`config.mk`:
```
export PLATFORM = sky130hd
export DESIGN_NAME = h264sfp_egdp
export DESIGN_NICKNAME = d
export VERILOG_FILES = /design/src/design/h264sfp_pkg.sv /design/src/design/h264sfp_egdp.sv
export SDC_FILE = /design/constraint.sdc
export NUM_CORES = 1
export LEC_CHECK = 0
export BUFFER_PORTS_ARGS = -buffer_cell sky130_fd_sc_hd__clkbuf_2
export CAP_MARGIN = 10
export CORE_AREA = 5 5 101 103
export CTS_CLUSTER_SIZE = 20
export DETAILED_ROUTE_END_ITERATION = 7
export DIE_AREA = 0 0 106 108
export PLACE_DENSITY = 0.81
export SKIP_LAST_GASP = 1
export SYNTH_ARGS = -nofsm -noshare
export SYNTH_HDL_FRONTEND = slang
export SYNTH_SLANG_ARGS = --single-unit
```
`constraint.sdc`:
```
create_clock -name clk -period 4.9 [get_ports clk]
set_input_delay 0.98 -clock clk [delete_from_list [all_inputs] [get_ports clk]]
set_output_delay 0.98 -clock clk [all_outputs]
set_load 0.02 [all_outputs]
```
`src/design/h264sfp_pkg.sv`:
```
`default_nettype none

package h264sfp_pkg;

    // Longest Exp-Golomb prefix accepted by default
    localparam int MAX_LZ_DEFAULT = 31;

    // Profile codes that carry the chroma / bit-depth / scaling fields
    localparam logic [7:0] PROF_HIGH      = 8'd100;
    localparam logic [7:0] PROF_HIGH10    = 8'd110;
    localparam logic [7:0] PROF_HIGH422   = 8'd122;
    localparam logic [7:0] PROF_HIGH444   = 8'd244;
    localparam logic [7:0] PROF_CAVLC444  = 8'd44;
    localparam logic [7:0] PROF_SCALABLE  = 8'd83;
    localparam logic [7:0] PROF_SCAL_HIGH = 8'd86;

    localparam logic [15:0] HEIGHT_PADDED  = 16'd1088;
    localparam logic [15:0] HEIGHT_DISPLAY = 16'd1080;

    // Result status codes
    localparam logic [1:0] ST_OK       = 2'd0;
    localparam logic [1:0] ST_TRUNC    = 2'd1;
    localparam logic [1:0] ST_OVERLONG = 2'd2;

    // Parse phase: the step counter of the microprogram
    typedef enum logic [4:0] {
        PH_HEADER      = 5'd0,
        PH_SPS_ID      = 5'd1,
        PH_CHROMA      = 5'd2,
        PH_DEPTH_L     = 5'd3,
        PH_DEPTH_C     = 5'd4,
        PH_SCALING     = 5'd5,
        PH_FRAME_NUM   = 5'd6,
        PH_POC_TYPE    = 5'd7,
        PH_POC_LSB     = 5'd8,
        PH_OFF_NONREF  = 5'd9,
        PH_OFF_TB      = 5'd10,
        PH_CYCLE_N     = 5'd11,
        PH_CYCLE_ENTRY = 5'd12,
        PH_MAX_REF     = 5'd13,
        PH_WIDTH       = 5'd14,
        PH_HEIGHT      = 5'd15,
        PH_DONE        = 5'd16
    } phase_t;

    // How the bits of a step are consumed
    typedef enum logic [1:0] {
        K_NONE = 2'd0,
        K_FLAG = 2'd1,
        K_UE   = 2'd2
    } kind_t;

    // What to do when a field completes
    typedef enum logic [3:0] {
        A_NEXT    = 4'd0,
        A_PROFILE = 4'd1,
        A_CHROMA  = 4'd2,
        A_SKIP1   = 4'd3,
        A_POC     = 4'd4,
        A_CYCLE_N = 4'd5,
        A_CYCLE_E = 4'd6,
        A_WIDTH   = 4'd7,
        A_HEIGHT  = 4'd8
    } action_t;

    // One microcode word
    typedef struct packed {
        kind_t   kind;
        action_t act;
        phase_t  nxt;
        phase_t  alt;
        phase_t  alt2;
    } ucw_t;

    // Sequencer to bit datapath
    typedef struct packed {
        logic       step;
        logic       ue;
        logic       clear;
        logic       skip_load;
        logic [3:0] skip_val;
    } eg_cmd_t;

    // Bit datapath to sequencer
    typedef struct packed {
        logic skipping;
        logic done;
        logic overlong;
    } eg_stat_t;

    function automatic logic is_high_profile(input logic [7:0] p);
        return (p == PROF_HIGH) || (p == PROF_HIGH10) || (p == PROF_HIGH422) ||
               (p == PROF_HIGH444) || (p == PROF_CAVLC444) || (p == PROF_SCALABLE) ||
               (p == PROF_SCAL_HIGH);
    endfunction

    // (mbs_minus1 + 1) * 16, forced to all ones when sat is set
    function automatic logic [15:0] mb_to_pixels(input logic sat,
                                                 input logic [11:0] mbs_minus1);
        logic [11:0] mbs;
        mbs = mbs_minus1 + 12'd1;
        return sat ? 16'hFFFF : {mbs, 4'd0};
    endfunction

endpackage

`default_nettype wire

```
`src/design/h264sfp_egdp.sv`:
```
`default_nettype none

module h264sfp_egdp
    import h264sfp_pkg::*;
#(
    parameter  int MAX_LEADING_ZEROS = MAX_LZ_DEFAULT,
    localparam int LZ_W  = $clog2(MAX_LEADING_ZEROS + 1),
    localparam int ACC_W = MAX_LEADING_ZEROS,
    localparam int VAL_W = MAX_LEADING_ZEROS + 1
)
(
    input  wire logic             clk,
    input  wire logic             rst_n,
    input  wire logic             bit_in,
    input  wire eg_cmd_t          cmd,
    output eg_stat_t              stat,
    output logic [VAL_W-1:0]      value
);

    logic [LZ_W-1:0]  lz_reg, lz_next;
    logic [LZ_W-1:0]  left_reg, left_next;
    logic [ACC_W-1:0] acc_reg, acc_next;
    logic [3:0]       skip_reg, skip_next;

    logic [ACC_W-1:0] acc_shift;
    logic [VAL_W-1:0] ones;
    logic             active;

    // Decode the current bit against prefix/suffix state
    always_comb
    begin
        acc_shift = {acc_reg[ACC_W-2:0], bit_in};
        ones      = (VAL_W'(1) << lz_reg) - VAL_W'(1);
        value     = (left_reg == '0) ? '0 : ones + VAL_W'(acc_shift);

        stat.skipping = (skip_reg != 4'd0);
        active        = cmd.ue && !stat.skipping;
        stat.overlong = active && (left_reg == '0) && !bit_in &&
                        (lz_reg >= LZ_W'(MAX_LEADING_ZEROS));
        stat.done     = active && (((left_reg == '0) && bit_in && (lz_reg == '0)) ||
                                   (left_reg == LZ_W'(1)));
    end

    // Advance prefix count, suffix shift and skip counter
    always_comb
    begin
        lz_next   = lz_reg;
        left_next = left_reg;
        acc_next  = acc_reg;
        skip_next = skip_reg;
        if (cmd.clear)
        begin
            lz_next   = '0;
            left_next = '0;
            acc_next  = '0;
            skip_next = 4'd0;
        end
        else
        begin
            if (cmd.skip_load)
                skip_next = cmd.skip_val;
            else if (cmd.step && stat.skipping)
                skip_next = skip_reg - 4'd1;

            if (cmd.step && active)
            begin
                if (left_reg == '0)
                begin
                    if (!bit_in)
                    begin
                        if (!stat.overlong)
                            lz_next = lz_reg + LZ_W'(1);
                    end
                    else if (lz_reg != '0)
                    begin
                        left_next = lz_reg;
                        acc_next  = '0;
                    end
                end
                else
                begin
                    acc_next  = acc_shift;
                    left_next = left_reg - LZ_W'(1);
                    if (left_reg == LZ_W'(1))
                    begin
                        lz_next  = '0;
                        acc_next = '0;
                    end
                end
            end
        end
    end

    always_ff @(posedge clk or negedge rst_n)
    begin
        if (!rst_n)
        begin
            lz_reg   <= '0;
            left_reg <= '0;
            acc_reg  <= '0;
            skip_reg <= 4'd0;
        end
        else
        begin
            lz_reg   <= lz_next;
            left_reg <= left_next;
            acc_reg  <= acc_next;
            skip_reg <= skip_next;
        end
    end

endmodule

`default_nettype wire

```
==> impl_metrics.json <==
{
  "cts_root_buf": "clkbuf_8",
  "core.rowCount": 35,
  "power.density_mw_per_mm2": 553,
  "remaining_drc_errors": 0,
  "synth_cell_types": 58,
  "viasPerCell": 5.70,
  "drive_gt1_share_pct": 14.5,
  "vias": 4683,
  "status": "complete, no violations",
  "start_util_pct": 54.3,
  "final_cell_mix": "inv_1, nand2_1, ha_1",
  "area_growth_pct": 10.5,
  "critPathLaunchType": "flip-flop",
  "min_period_ns": 4.73,
  "fin_setup_tns_ns": 0,
  "die_x_um": 106,
  "ir_drop_uv": 315,
  "worst_pin_slew_ns": 1.17,
  "total_leakage_power_nw": 2.81,
  "timing.final.crit_share_pct": 96.6,
  "place_hpwl_mm": 9.61,
  "wl_per_cell_um": 14.9,
  "fillers": 844,
  "path_clk_slew_ns": 0.09,
  "hold_violations": 0,
  "grt_first_pass_wirelength_mm": 20.6,
  "grt_pass1_vias": 4429,
  "ios": 46,
  "min_from": "acc_reg[4]",
  "antenna_found_initial": 0,
  "crit_fanout": 6,
  "topRoutingLayerUsed": "met4",
  "synth_area_mm2": 0.00494,
  "port_buffers": 45,
  "htree_levels": 2,
  "cpMaxStageDelayCell": "dfrtp_2",
  "path_class": "flip-flop to primary output",
  "r2r-start": "left_reg[0]",
  "slew-limit-headroom_pct": 21.7,
  "grt.total_usage_pct": 21.5,
  "drt_iter0_markers": 327,
  "synth_top_flop_cell": "dfrtp_1",
  "die_area_mm2": 0.0114,
  "drv_slew": 0,
  "wl_met1_mm": 5.58,
  "maxCapViolCount": 0,
  "antennaDiodeCount": 0,
  "synth_top_cell_by_area": "dfrtp_1",
  "yosys_register_bits": 44,
  "globalplace.congestion": 0.893,
  "synth_cells": 680,
  "largest_register_ffs": 30,
  "postCtsHoldBufs": 0,
  "antenna_left": 0,
  "fin_hold_ws_ns": 0.502,
  "grt_max_degree": 63,
  "async_reset_ff_share_pct": 100,
  "clock_path_buffers": 2,
  "mostFrequentLayoutCell": "inv_1",
  "clkLatencyLatePin_ns": 0.31,
  "numCtsBuffers": 5,
  "worst_setup_path_end_kind": "primary output",
  "synth_nets": 763,
  "finalSetupViolations": 0,
  "reg2reg_slack_ns": 1.91,
  "rsz0062_at_grt": "no",
  "synth_area_per_cell_um2": 7.27,
  "layout.nets": 792,
  "firstDrtPassIters": 6,
  "hold_class": "flip-flop to flip-flop",
  "synthTopCellsByArea": "dfrtp_1, ha_1, inv_1, o21ai_0, nand2_1",
  "met2WireLength_mm": 5.69,
  "fin_skew_ns": 0.0126,
  "critPathRequiredTime_ns": 3.92,
  "coreArea_mm2": 0.00911,
  "cts_tree": "built",
  "reg2reg_to": "left_reg[2]",
  "r2r_cells": 8,
  "yosysSeqAreaShare_pct": 22.3,
  "cp_cell_sequence": "inv_1 -> ha_2 -> nor2b_4 -> nand2_1 -> ha_1 -> inv_1 -> ha_1 -> a21oi_1 -> o21ai_1 -> a31o_1 -> a311o_1 -> a21oi_2 -> o21ai_1 -> mux2i_1 -> clkbuf_2",
  "slowest_delay_ns": 0.45,
  "grt_remaining_overflow": 0,
  "wl_met3_um": 683,
  "synth_top_area_share_pct": 22.3,
  "fmax_mhz": 211,
  "yosys_warnings": 0,
  "arrival_ns": 3.75,
  "cts_num_sinks": 44,
  "fp.dieH_um": 108,
  "routed_wl_mm": 12.3,
  "power.total_w": 0.00302,
  "synth_edf_count": 0,
  "min_delay_path_depth": 2,
  "worstHoldEndpoint": "acc_reg[5]"
}
## critical path, delay by kind of cell, from the launching register on
family,cells,cell delay (ns)
and+or+nand+nor,2,0.27
DFF,1,0.45
AOI/OAI and AO/OA,6,1.34
buffers and inverters,3,0.33
adders and majority gates,3,0.89
muxes,1,0.17
## where the power goes
group | switching [W] | leakage, nW | total [W] | internal [W]
combinational | 0.00144 | 2.16 | 0.00231 | 0.000867
clock | 0.000140 | 0.0548 | 0.000294 | 0.000154
sequential | 0.0000273 | 0.601 | 0.000417 | 0.000390
total | 0.00161 | 2.81 | 0.00302 | 0.00141
## per-layer routing
metal | GRT usage (%) | vias up
met3 | 2.57 | 28
met5 | 0 | -
met4 | 6.48 | 0
li1 | - | 2352
met2 | 35.5 | 170
met1 | 29.7 | 2133
## worst max-delay path by stage
stage                     startpoint   endpoint  cells after the start
after floorplan            lz_reg[0]  value[26]                     14
after detailed placement   lz_reg[1]  value[25]                     16
after global placement     lz_reg[0]  value[26]                     15
after CTS                  lz_reg[0]  value[26]                     15
after global routing       lz_reg[1]  value[23]                     16
final                      lz_reg[1]  value[24]                     15
## area by class of cell
type | instances | area, um^2 | area share, %
clock buffers | 5 | 68.8 | 1.26
clock inverters | 3 | 46.3 | 0.848
inverters | 108 | 405 | 7.42
repair buffers | 54 | 305 | 5.59
well taps | 111 | 139 | 2.54
multi-input cells | 496 | 3390 | 62.1
flip-flops and latches | 44 | 1110 | 20.3
## kinds of logic (layout without fill, tap and decap cells)
group | Yosys count | after routing | share of synthesized area (%)
fa+ha+maj | 72 | 72 | 18.4
flops | 44 | 44 | 22.3
buf+inv | 140 | 170 | 11.7
mux | 9 | 9 | 1.82
simple gates | 232 | 232 | 22.5
xor+xnor | 21 | 21 | 3.72
compound gates | 162 | 162 | 19.6
## cell usage after synthesis (2+ instances only)
cell / count
inv_1: 108
or3_1: 2
nand3_1: 50
buf_4: 2
dfrtp_1: 44
nand2_1: 69
xor2_1: 10
nand2_2: 2
o211ai_1: 4
o21bai_1: 4
nor3_1: 13
ha_1: 71
nand2b_1: 7
buf_2: 9
a21oi_1: 46
nor2_1: 48
o31ai_1: 2
nor3b_1: 6
a211oi_1: 6
a21boi_0: 2
o21a_1: 5
a21o_1: 8
or4_1: 2
nand4_1: 5
buf_1: 3
nor2b_1: 6
and2_1: 8
o21ai_1: 4
nor3_2: 2
clkbuf_1: 13
mux2i_1: 9
a21oi_2: 3
xnor2_1: 11
o21a_2: 2
a31oi_1: 5
o21ai_0: 59
and3_1: 6
buf_6: 4
## per-stage QoR
step | utilization (%) | std cells | area (um^2) | setup WS [ns]
CTS | 58.5 | 817 | 5330 | -0.0276
global route | 59.9 | 821 | 5460 | 0.00359
detailed placement | 57.0 | 809 | 5190 | 0.247
floorplan | - | 680 | 4940 | 0.699
global placement | 57.0 | 809 | 5190 | 0.391
finish | 59.9 | 821 | 5460 | 0.167
## repair_timing
| action | in CTS | in global routing |
|---|---|---|
| setup endpoints to repair | 10 | 20 |
| pin swaps | 0 | 5 |
| buffers inserted | 0 | 3 |
| resized for setup | 6 | 27 |
| cloned | 0 | 0 |
(Power assumes the default switching activity.)
