<file path="config.mk">
export PLATFORM = sky130hd
export DESIGN_NAME = h264sfp_ucode
export DESIGN_NICKNAME = d
export VERILOG_FILES = /design/src/design/h264sfp_pkg.sv /design/src/design/h264sfp_ucode.sv
export SDC_FILE = /design/constraint.sdc
export NUM_CORES = 1
export LEC_CHECK = 0
export ABC_AREA = 1
export BUFFER_PORTS_ARGS = -buffer_cell sky130_fd_sc_hd__buf_2
export CAP_MARGIN = 20
export CORE_AREA = 2 2 39 41
export DETAILED_ROUTE_END_ITERATION = 10
export DIE_AREA = 0 0 41 43
export PLACE_DENSITY_LB_ADDON = 0.08
export SYNTH_ARGS = -nofsm -noshare
export SYNTH_HDL_FRONTEND = slang
export SYNTH_SLANG_ARGS = --single-unit
</file>
<file path="constraint.sdc">
create_clock -name vclk -period 1.7
set_input_delay 0.255 -clock vclk [all_inputs]
set_output_delay 0.255 -clock vclk [all_outputs]
set_load 0.005 [all_outputs]
</file>
<file path="src/design/h264sfp_pkg.sv">
`default_nettype none

package h264sfp_pkg;

    // Longest Exp-Golomb prefix accepted by default
    localparam int MAX_LZ_DEFAULT = 31;

    // Profile codes that carry the chroma / bit-depth / scaling fields
    localparam logic [7:0] PROF_HIGH      = 8'd100;
    localparam logic [7:0] PROF_HIGH10    = 8'd110;
    localparam logic [7:0] PROF_HIGH422   = 8'd122;
    localparam logic [7:0] PROF_HIGH444   = 8'd244;
    localparam logic [7:0] PROF_CAVLC444  = 8'd44;
    localparam logic [7:0] PROF_SCALABLE  = 8'd83;
    localparam logic [7:0] PROF_SCAL_HIGH = 8'd86;

    localparam logic [15:0] HEIGHT_PADDED  = 16'd1088;
    localparam logic [15:0] HEIGHT_DISPLAY = 16'd1080;

    // Result status codes
    localparam logic [1:0] ST_OK       = 2'd0;
    localparam logic [1:0] ST_TRUNC    = 2'd1;
    localparam logic [1:0] ST_OVERLONG = 2'd2;

    // Parse phase: the step counter of the microprogram
    typedef enum logic [4:0] {
        PH_HEADER      = 5'd0,
        PH_SPS_ID      = 5'd1,
        PH_CHROMA      = 5'd2,
        PH_DEPTH_L     = 5'd3,
        PH_DEPTH_C     = 5'd4,
        PH_SCALING     = 5'd5,
        PH_FRAME_NUM   = 5'd6,
        PH_POC_TYPE    = 5'd7,
        PH_POC_LSB     = 5'd8,
        PH_OFF_NONREF  = 5'd9,
        PH_OFF_TB      = 5'd10,
        PH_CYCLE_N     = 5'd11,
        PH_CYCLE_ENTRY = 5'd12,
        PH_MAX_REF     = 5'd13,
        PH_WIDTH       = 5'd14,
        PH_HEIGHT      = 5'd15,
        PH_DONE        = 5'd16
    } phase_t;

    // How the bits of a step are consumed
    typedef enum logic [1:0] {
        K_NONE = 2'd0,
        K_FLAG = 2'd1,
        K_UE   = 2'd2
    } kind_t;

    // What to do when a field completes
    typedef enum logic [3:0] {
        A_NEXT    = 4'd0,
        A_PROFILE = 4'd1,
        A_CHROMA  = 4'd2,
        A_SKIP1   = 4'd3,
        A_POC     = 4'd4,
        A_CYCLE_N = 4'd5,
        A_CYCLE_E = 4'd6,
        A_WIDTH   = 4'd7,
        A_HEIGHT  = 4'd8
    } action_t;

    // One microcode word
    typedef struct packed {
        kind_t   kind;
        action_t act;
        phase_t  nxt;
        phase_t  alt;
        phase_t  alt2;
    } ucw_t;

    // Sequencer to bit datapath
    typedef struct packed {
        logic       step;
        logic       ue;
        logic       clear;
        logic       skip_load;
        logic [3:0] skip_val;
    } eg_cmd_t;

    // Bit datapath to sequencer
    typedef struct packed {
        logic skipping;
        logic done;
        logic overlong;
    } eg_stat_t;

    function automatic logic is_high_profile(input logic [7:0] p);
        return (p == PROF_HIGH) || (p == PROF_HIGH10) || (p == PROF_HIGH422) ||
               (p == PROF_HIGH444) || (p == PROF_CAVLC444) || (p == PROF_SCALABLE) ||
               (p == PROF_SCAL_HIGH);
    endfunction

    // (mbs_minus1 + 1) * 16, forced to all ones when sat is set
    function automatic logic [15:0] mb_to_pixels(input logic sat,
                                                 input logic [11:0] mbs_minus1);
        logic [11:0] mbs;
        mbs = mbs_minus1 + 12'd1;
        return sat ? 16'hFFFF : {mbs, 4'd0};
    endfunction

endpackage

`default_nettype wire

</file>
<file path="src/design/h264sfp_ucode.sv">
`default_nettype none

module h264sfp_ucode
    import h264sfp_pkg::*;
(
    input  wire phase_t phase,
    output ucw_t        uw
);

    // Control store: one word per parse step
    always_comb
    begin
        unique case (phase)
            PH_HEADER:      uw = '{K_NONE, A_NEXT,    PH_HEADER,      PH_HEADER,      PH_HEADER};
            PH_SPS_ID:      uw = '{K_UE,   A_PROFILE, PH_FRAME_NUM,   PH_CHROMA,      PH_HEADER};
            PH_CHROMA:      uw = '{K_UE,   A_CHROMA,  PH_DEPTH_L,     PH_HEADER,      PH_HEADER};
            PH_DEPTH_L:     uw = '{K_UE,   A_NEXT,    PH_DEPTH_C,     PH_HEADER,      PH_HEADER};
            PH_DEPTH_C:     uw = '{K_UE,   A_SKIP1,   PH_SCALING,     PH_HEADER,      PH_HEADER};
            PH_SCALING:     uw = '{K_FLAG, A_NEXT,    PH_FRAME_NUM,   PH_HEADER,      PH_HEADER};
            PH_FRAME_NUM:   uw = '{K_UE,   A_NEXT,    PH_POC_TYPE,    PH_HEADER,      PH_HEADER};
            PH_POC_TYPE:    uw = '{K_UE,   A_POC,     PH_MAX_REF,     PH_POC_LSB,     PH_OFF_NONREF};
            PH_POC_LSB:     uw = '{K_UE,   A_NEXT,    PH_MAX_REF,     PH_HEADER,      PH_HEADER};
            PH_OFF_NONREF:  uw = '{K_UE,   A_NEXT,    PH_OFF_TB,      PH_HEADER,      PH_HEADER};
            PH_OFF_TB:      uw = '{K_UE,   A_NEXT,    PH_CYCLE_N,     PH_HEADER,      PH_HEADER};
            PH_CYCLE_N:     uw = '{K_UE,   A_CYCLE_N, PH_MAX_REF,     PH_CYCLE_ENTRY, PH_HEADER};
            PH_CYCLE_ENTRY: uw = '{K_UE,   A_CYCLE_E, PH_MAX_REF,     PH_CYCLE_ENTRY, PH_HEADER};
            PH_MAX_REF:     uw = '{K_UE,   A_SKIP1,   PH_WIDTH,       PH_HEADER,      PH_HEADER};
            PH_WIDTH:       uw = '{K_UE,   A_WIDTH,   PH_HEIGHT,      PH_HEADER,      PH_HEADER};
            PH_HEIGHT:      uw = '{K_UE,   A_HEIGHT,  PH_DONE,        PH_HEADER,      PH_HEADER};
            PH_DONE:        uw = '{K_NONE, A_NEXT,    PH_DONE,        PH_DONE,        PH_DONE};
            default:        uw = '{K_NONE, A_NEXT,    PH_DONE,        PH_DONE,        PH_DONE};
        endcase
    end

endmodule

`default_nettype wire

</file>
==> results of run 1 <==
## metal layers
metal | vias to the layer above | GRT usage, % | wire [µm]
met3 | 0 | 1.05 | 55
met5 | - | 0 | 0
met1 | 207 | 15.5 | 418
met2 | 12 | 18.1 | 447
met4 | 0 | 0 | 0
li1 | 251 | - | -
## final cells by class
class	count	area [µm²]	area share, %
Timing Repair Buffer	23	115	24.1
Multi-Input combinational cell	54	290	60.7
Tap cell	16	20.0	4.19
Inverter	14	52.6	11.0
## how the worst min path moves through the flow
stage / start / end / slack (ps) / depth (start not counted)
5_1_grt: phase[4] / uw[9] / 760 / 2
2_1_floorplan: phase[4] / uw[11] / 540 / 1
3_3_place_gp: phase[4] / uw[9] / 740 / 2
3_5_place_dp: phase[4] / uw[9] / 740 / 2
4_1_cts: phase[4] / uw[9] / 740 / 2
6_report: phase[4] / uw[9] / 740 / 2
## where the power goes
part	switching [mW]	internal, mW
clock	0	0
sequential	0	0
combinational	0.0587	0.0383
total	0.0587	0.0383
## worst max-delay path, stage by stage
cell,delay [ps]
buf_2,140
inv_1,100
ha_1,290
inv_1,90
o21ai_0,80
a21oi_1,120
buf_2,120
## logic make-up after synthesis
logic type               share of synthesized area (%)
other                                            0.967
AND/OR/NAND/NOR                                   40.3
adder cells (fa/ha/maj)                           22.6
buffers and inverters                             27.1
AO/OA/AOI/OAI                                     9.03
## cells in the final DEF (no fill, tap or decap)
| cell | synthesis | final |
|---|---|---|
| nor2_1 | 8 | 8 |
| nand3_1 | 7 | 7 |
| inv_2 | 1 | 1 |
| nand2_2 | 1 | 1 |
| conb_1 | 1 | 3 |
| a21oi_1 | 2 | 2 |
| nor3_1 | 2 | 2 |
| o21ai_1 | 2 | 2 |
| nand2_1 | 18 | 18 |
| inv_1 | 13 | 13 |
| buf_2 | 0 | 23 |
| ha_1 | 7 | 7 |
| nand3b_1 | 1 | 1 |
| o21ai_0 | 3 | 3 |
==> results.tsv, run 1 <==
stage	metric	value	unit
power_and_ir_drop	irDropWorstVdd	47.4	µV
global_route	grt.total_usage	10.9	%
place	dpl.hpwl	808	µm
place	io_buffers	23	
timing	fin_crit_sh	84.8	%
layout	area_growth	23.2	%
status	status	completed	
timing	whs	736	ps
layout	nets	105	
global_route	gr-total-overflow	0	
synthesis	syn_area_per_cell	5.31	µm²
floorplanning	ios	26	
layout	seq_cells	0	
power_and_ir_drop	power.total	0.0970	mW
floorplanning	fp.dieArea	0.00176	mm²
power_and_ir_drop	total_leakage_power	0.330	nW
timing	drv_slew	0	
route	drt_wl_total	921	µm
timing	fmax	694	MHz
setup_path	startpoint_type	primary input	
layout	regArea	0	µm²
route	drt_iter0_markers	3	
synthesis	yosys.area.top_type	ha_1	
route	drc	0	
synthesis	synth_top_area_share	22.6	%
setup_path	worstSetupEndpoint	uw[12]	
route	via_per_inst	4.39	
setup_path	worstPathMaxFanout	6	
flow_run	drv_cap	0	
clock_network	cts_resized	0	
timing	tns	0	ps
layout	stdcell_area	478	µm²
global_route	first_global_vias	363	
global_route	grt_pass1_wl	1460	µm
floorplanning	die_h	43	µm
timing	rsz0062_at_grt	false	
setup_path	worstPathRequired	1440	ps
synthesis	yosysMostFrequentCell	nand2_1	
synthesis	synth_common_cells	18 x nand2_1, 13 x inv_1, 8 x nor2_1	
layout	clkbuf_count	0	
global_route	grt_antenna_before_repair	0	
setup_path	arrival	1190	ps
synthesis	synth.area.top_cells	ha_1 23%, nand2_1 17%, buf_4 14%	
clock_network	cts_hold_buffers	0	
setup_path	cp-startpoint	phase[0]	
timing	hold_viol	0	
floorplanning	core	0.00138	mm²
clock_network	postCtsSetupBuffers	0	
worst_hold_path	hold_path_class	in2out	
setup_path	crit_path_end_kind	output port	
route	ant_nets	0	
setup_path	critical_path_class	in2out	
synthesis	syn_area	388	µm²
synthesis	yosysUniqueCellTypes	14	
timing	setup_viol	0	
layout	diodes	0	
place	dp.cells	107	
place	place.gp.congestion	0.773	
global_route	grt_max_degree	13	
layout	post-route-util	34.5	%
synthesis	synth-seq-area-share	0	%
floorplanning	dieWidth	41	µm
route	first_pass_iters	4	
floorplanning	rows	14	
timing	min_period	1440	ps
route	num_vias	470	
timing	layout_setup_ws	259	ps
floorplanning	start_util	28.0	%
place	place_ws	243	ps
layout	fin_cells	107	
layout	drive_gt1_share	27.5	%
synthesis	ys.warnings.count	0	
route	wire_per_inst	8.61	µm
layout	fillCellCount	185	
place	dpl_cell_area	478	µm²
synthesis	syn_inst	73	
power_and_ir_drop	p_per_area	203	mW/mm²
No activity file was read; power rests on OpenSTA's default activity.
==> inputs of run 2 (changes only) <==
clock period = 1.26 ns   (was 1.7 ns; I/O delays follow)
==> results.tsv, run 2 (synthesis results as in run 1) <==
stage	metric	value	unit
status	status	completed	
layout	nets	110	
layout	post-route-util	38.9	%
setup_path	crit_path_end_kind	output port	
layout	area_growth	38.7	%
layout	layout_common_cells	21 x buf_2, 18 x nand2_1, 10 x inv_1	
timing	min_period	1180	ps
setup_path	cp-startpoint	phase[0]	
floorplanning	rows	14	
power_and_ir_drop	total_leakage_power	0.351	nW
power_and_ir_drop	power_frac_clock	0	%
setup_path	worstPathMaxFanout	5	
global_route	grt.total_usage	12.3	%
timing	rsz0062_at_grt	false	
power_and_ir_drop	pwr-share-seq	0	%
global_route	first_global_vias	406	
floorplanning	dieWidth	41	µm
place	place_ws	-25.8	ps
route	first_pass_iters	4	
route	via_per_inst	4.32	
layout	seq_cells	0	
floorplanning	start_util	28.0	%
power_and_ir_drop	power.switching	0.0863	mW
setup_path	worstPathRequired	1070	ps
layout	stdcell_area	538	µm²
place	place.gp.congestion	0.783	
layout	final_common_cell	buf_2	
power_and_ir_drop	irDropWorstVdd	86.4	µV
global_route	grt_max_degree	13	
route	num_vias	484	
place	dp.cells	112	
global_route	grt_pass1_wl	1610	µm
place	io_buffers	23	
floorplanning	fp.dieArea	0.00176	mm²
route	drt_wl_total	991	µm
timing	layout_setup_ws	78.6	ps
clock_network	postCtsSetupBuffers	0	
power_and_ir_drop	power.total	0.156	mW
layout	diodes	0	
route	drc	0	
power_and_ir_drop	comb_power_share	100.0	%
place	dpl.hpwl	857	µm
timing	drv_slew	0	
floorplanning	ios	26	
floorplanning	die_h	43	µm
timing	hold_viol	0	
floorplanning	core	0.00138	mm²
power_and_ir_drop	p_per_area	289	mW/mm²
layout	regArea	0	µm²
timing	fin_crit_sh	93.8	%
route	drt_iter0_markers	12	
setup_path	arrival	990	ps
layout	clkbuf_count	0	
setup_path	startpoint_type	primary input	
layout	fin_cells	112	
timing	setup_viol	0	
clock_network	cts_hold_buffers	0	
timing	fmax	846	MHz
layout	drive_gt1_share	36.5	%
global_route	grt_antenna_before_repair	0	
route	wire_per_inst	8.85	µm
power_and_ir_drop	p_sw_share	55.4	%
global_route	gr-total-overflow	0	
worst_hold_path	min_from	phase[4]	
route	ant_nets	0	
flow_run	drv_cap	0	
setup_path	critical_path_class	in2out	
power_and_ir_drop	intPower	0.0694	mW
place	dpl_cell_area	515	µm²
worst_hold_path	hold_path_class	in2out	
==> run 2: cell types whose count changed in the layout (fill, tap and decap cells not counted), sizes merged <==
cell and delta:
buf +5
==> run 2: final timing paths <==
check | end | slack (ps) | cells after the start
max | uw[8] | 80 | 7
min | uw[9] | 600 | 2
==> run 2: cell type report <==
class	count	area [µm²]
Inverter	14	55.1
Fill cell	179	846
Timing Repair Buffer	28	158
Multi-Input combinational cell	54	305
Tap cell	16	20.0
==> run 2: power groups by stage <==
| stage | registers, mW | clock network, mW | logic (mW) |
|---|---|---|---|
| floorplan | 0 | 0 | 0.0895 |
| global placement | 0 | 0 | 0.148 |
| detailed placement | 0 | 0 | 0.148 |
| CTS | 0 | 0 | 0.150 |
| global route | 0 | 0 | 0.180 |
| finish | 0 | 0 | 0.156 |
==> run 2: metrics by stage <==
stage | setup TNS (ps) | hold WS [ps]
global placement | -10.7 | 606
detailed placement | -33.8 | 608
floorplan | 0 | 409
global route | 0 | 640
finish | 0 | 604
CTS | 0 | 609
==> run 2: layer usage <==
metal	GRT usage (%)	vias up	wire length [µm]
li1	-	259	-
met1	17.4	211	460
met2	20.6	14	470
met3	1.05	0	60
met4	0	0	0
met5	0	-	0
==> run 2: critical path, stage by stage <==
cell	delay, ps
buf_4	130
ha_1	210
nor2_1	130
inv_1	70
nand2_1	80
o21ai_1	50
buf_2	130
==> run 2: timing repair <==
action                                  4_1_cts  5_1_grt
gates cloned                                  0        0
pin swaps                                     0        1
endpoints found under the setup margin        2        5
gates resized for setup                       3        6
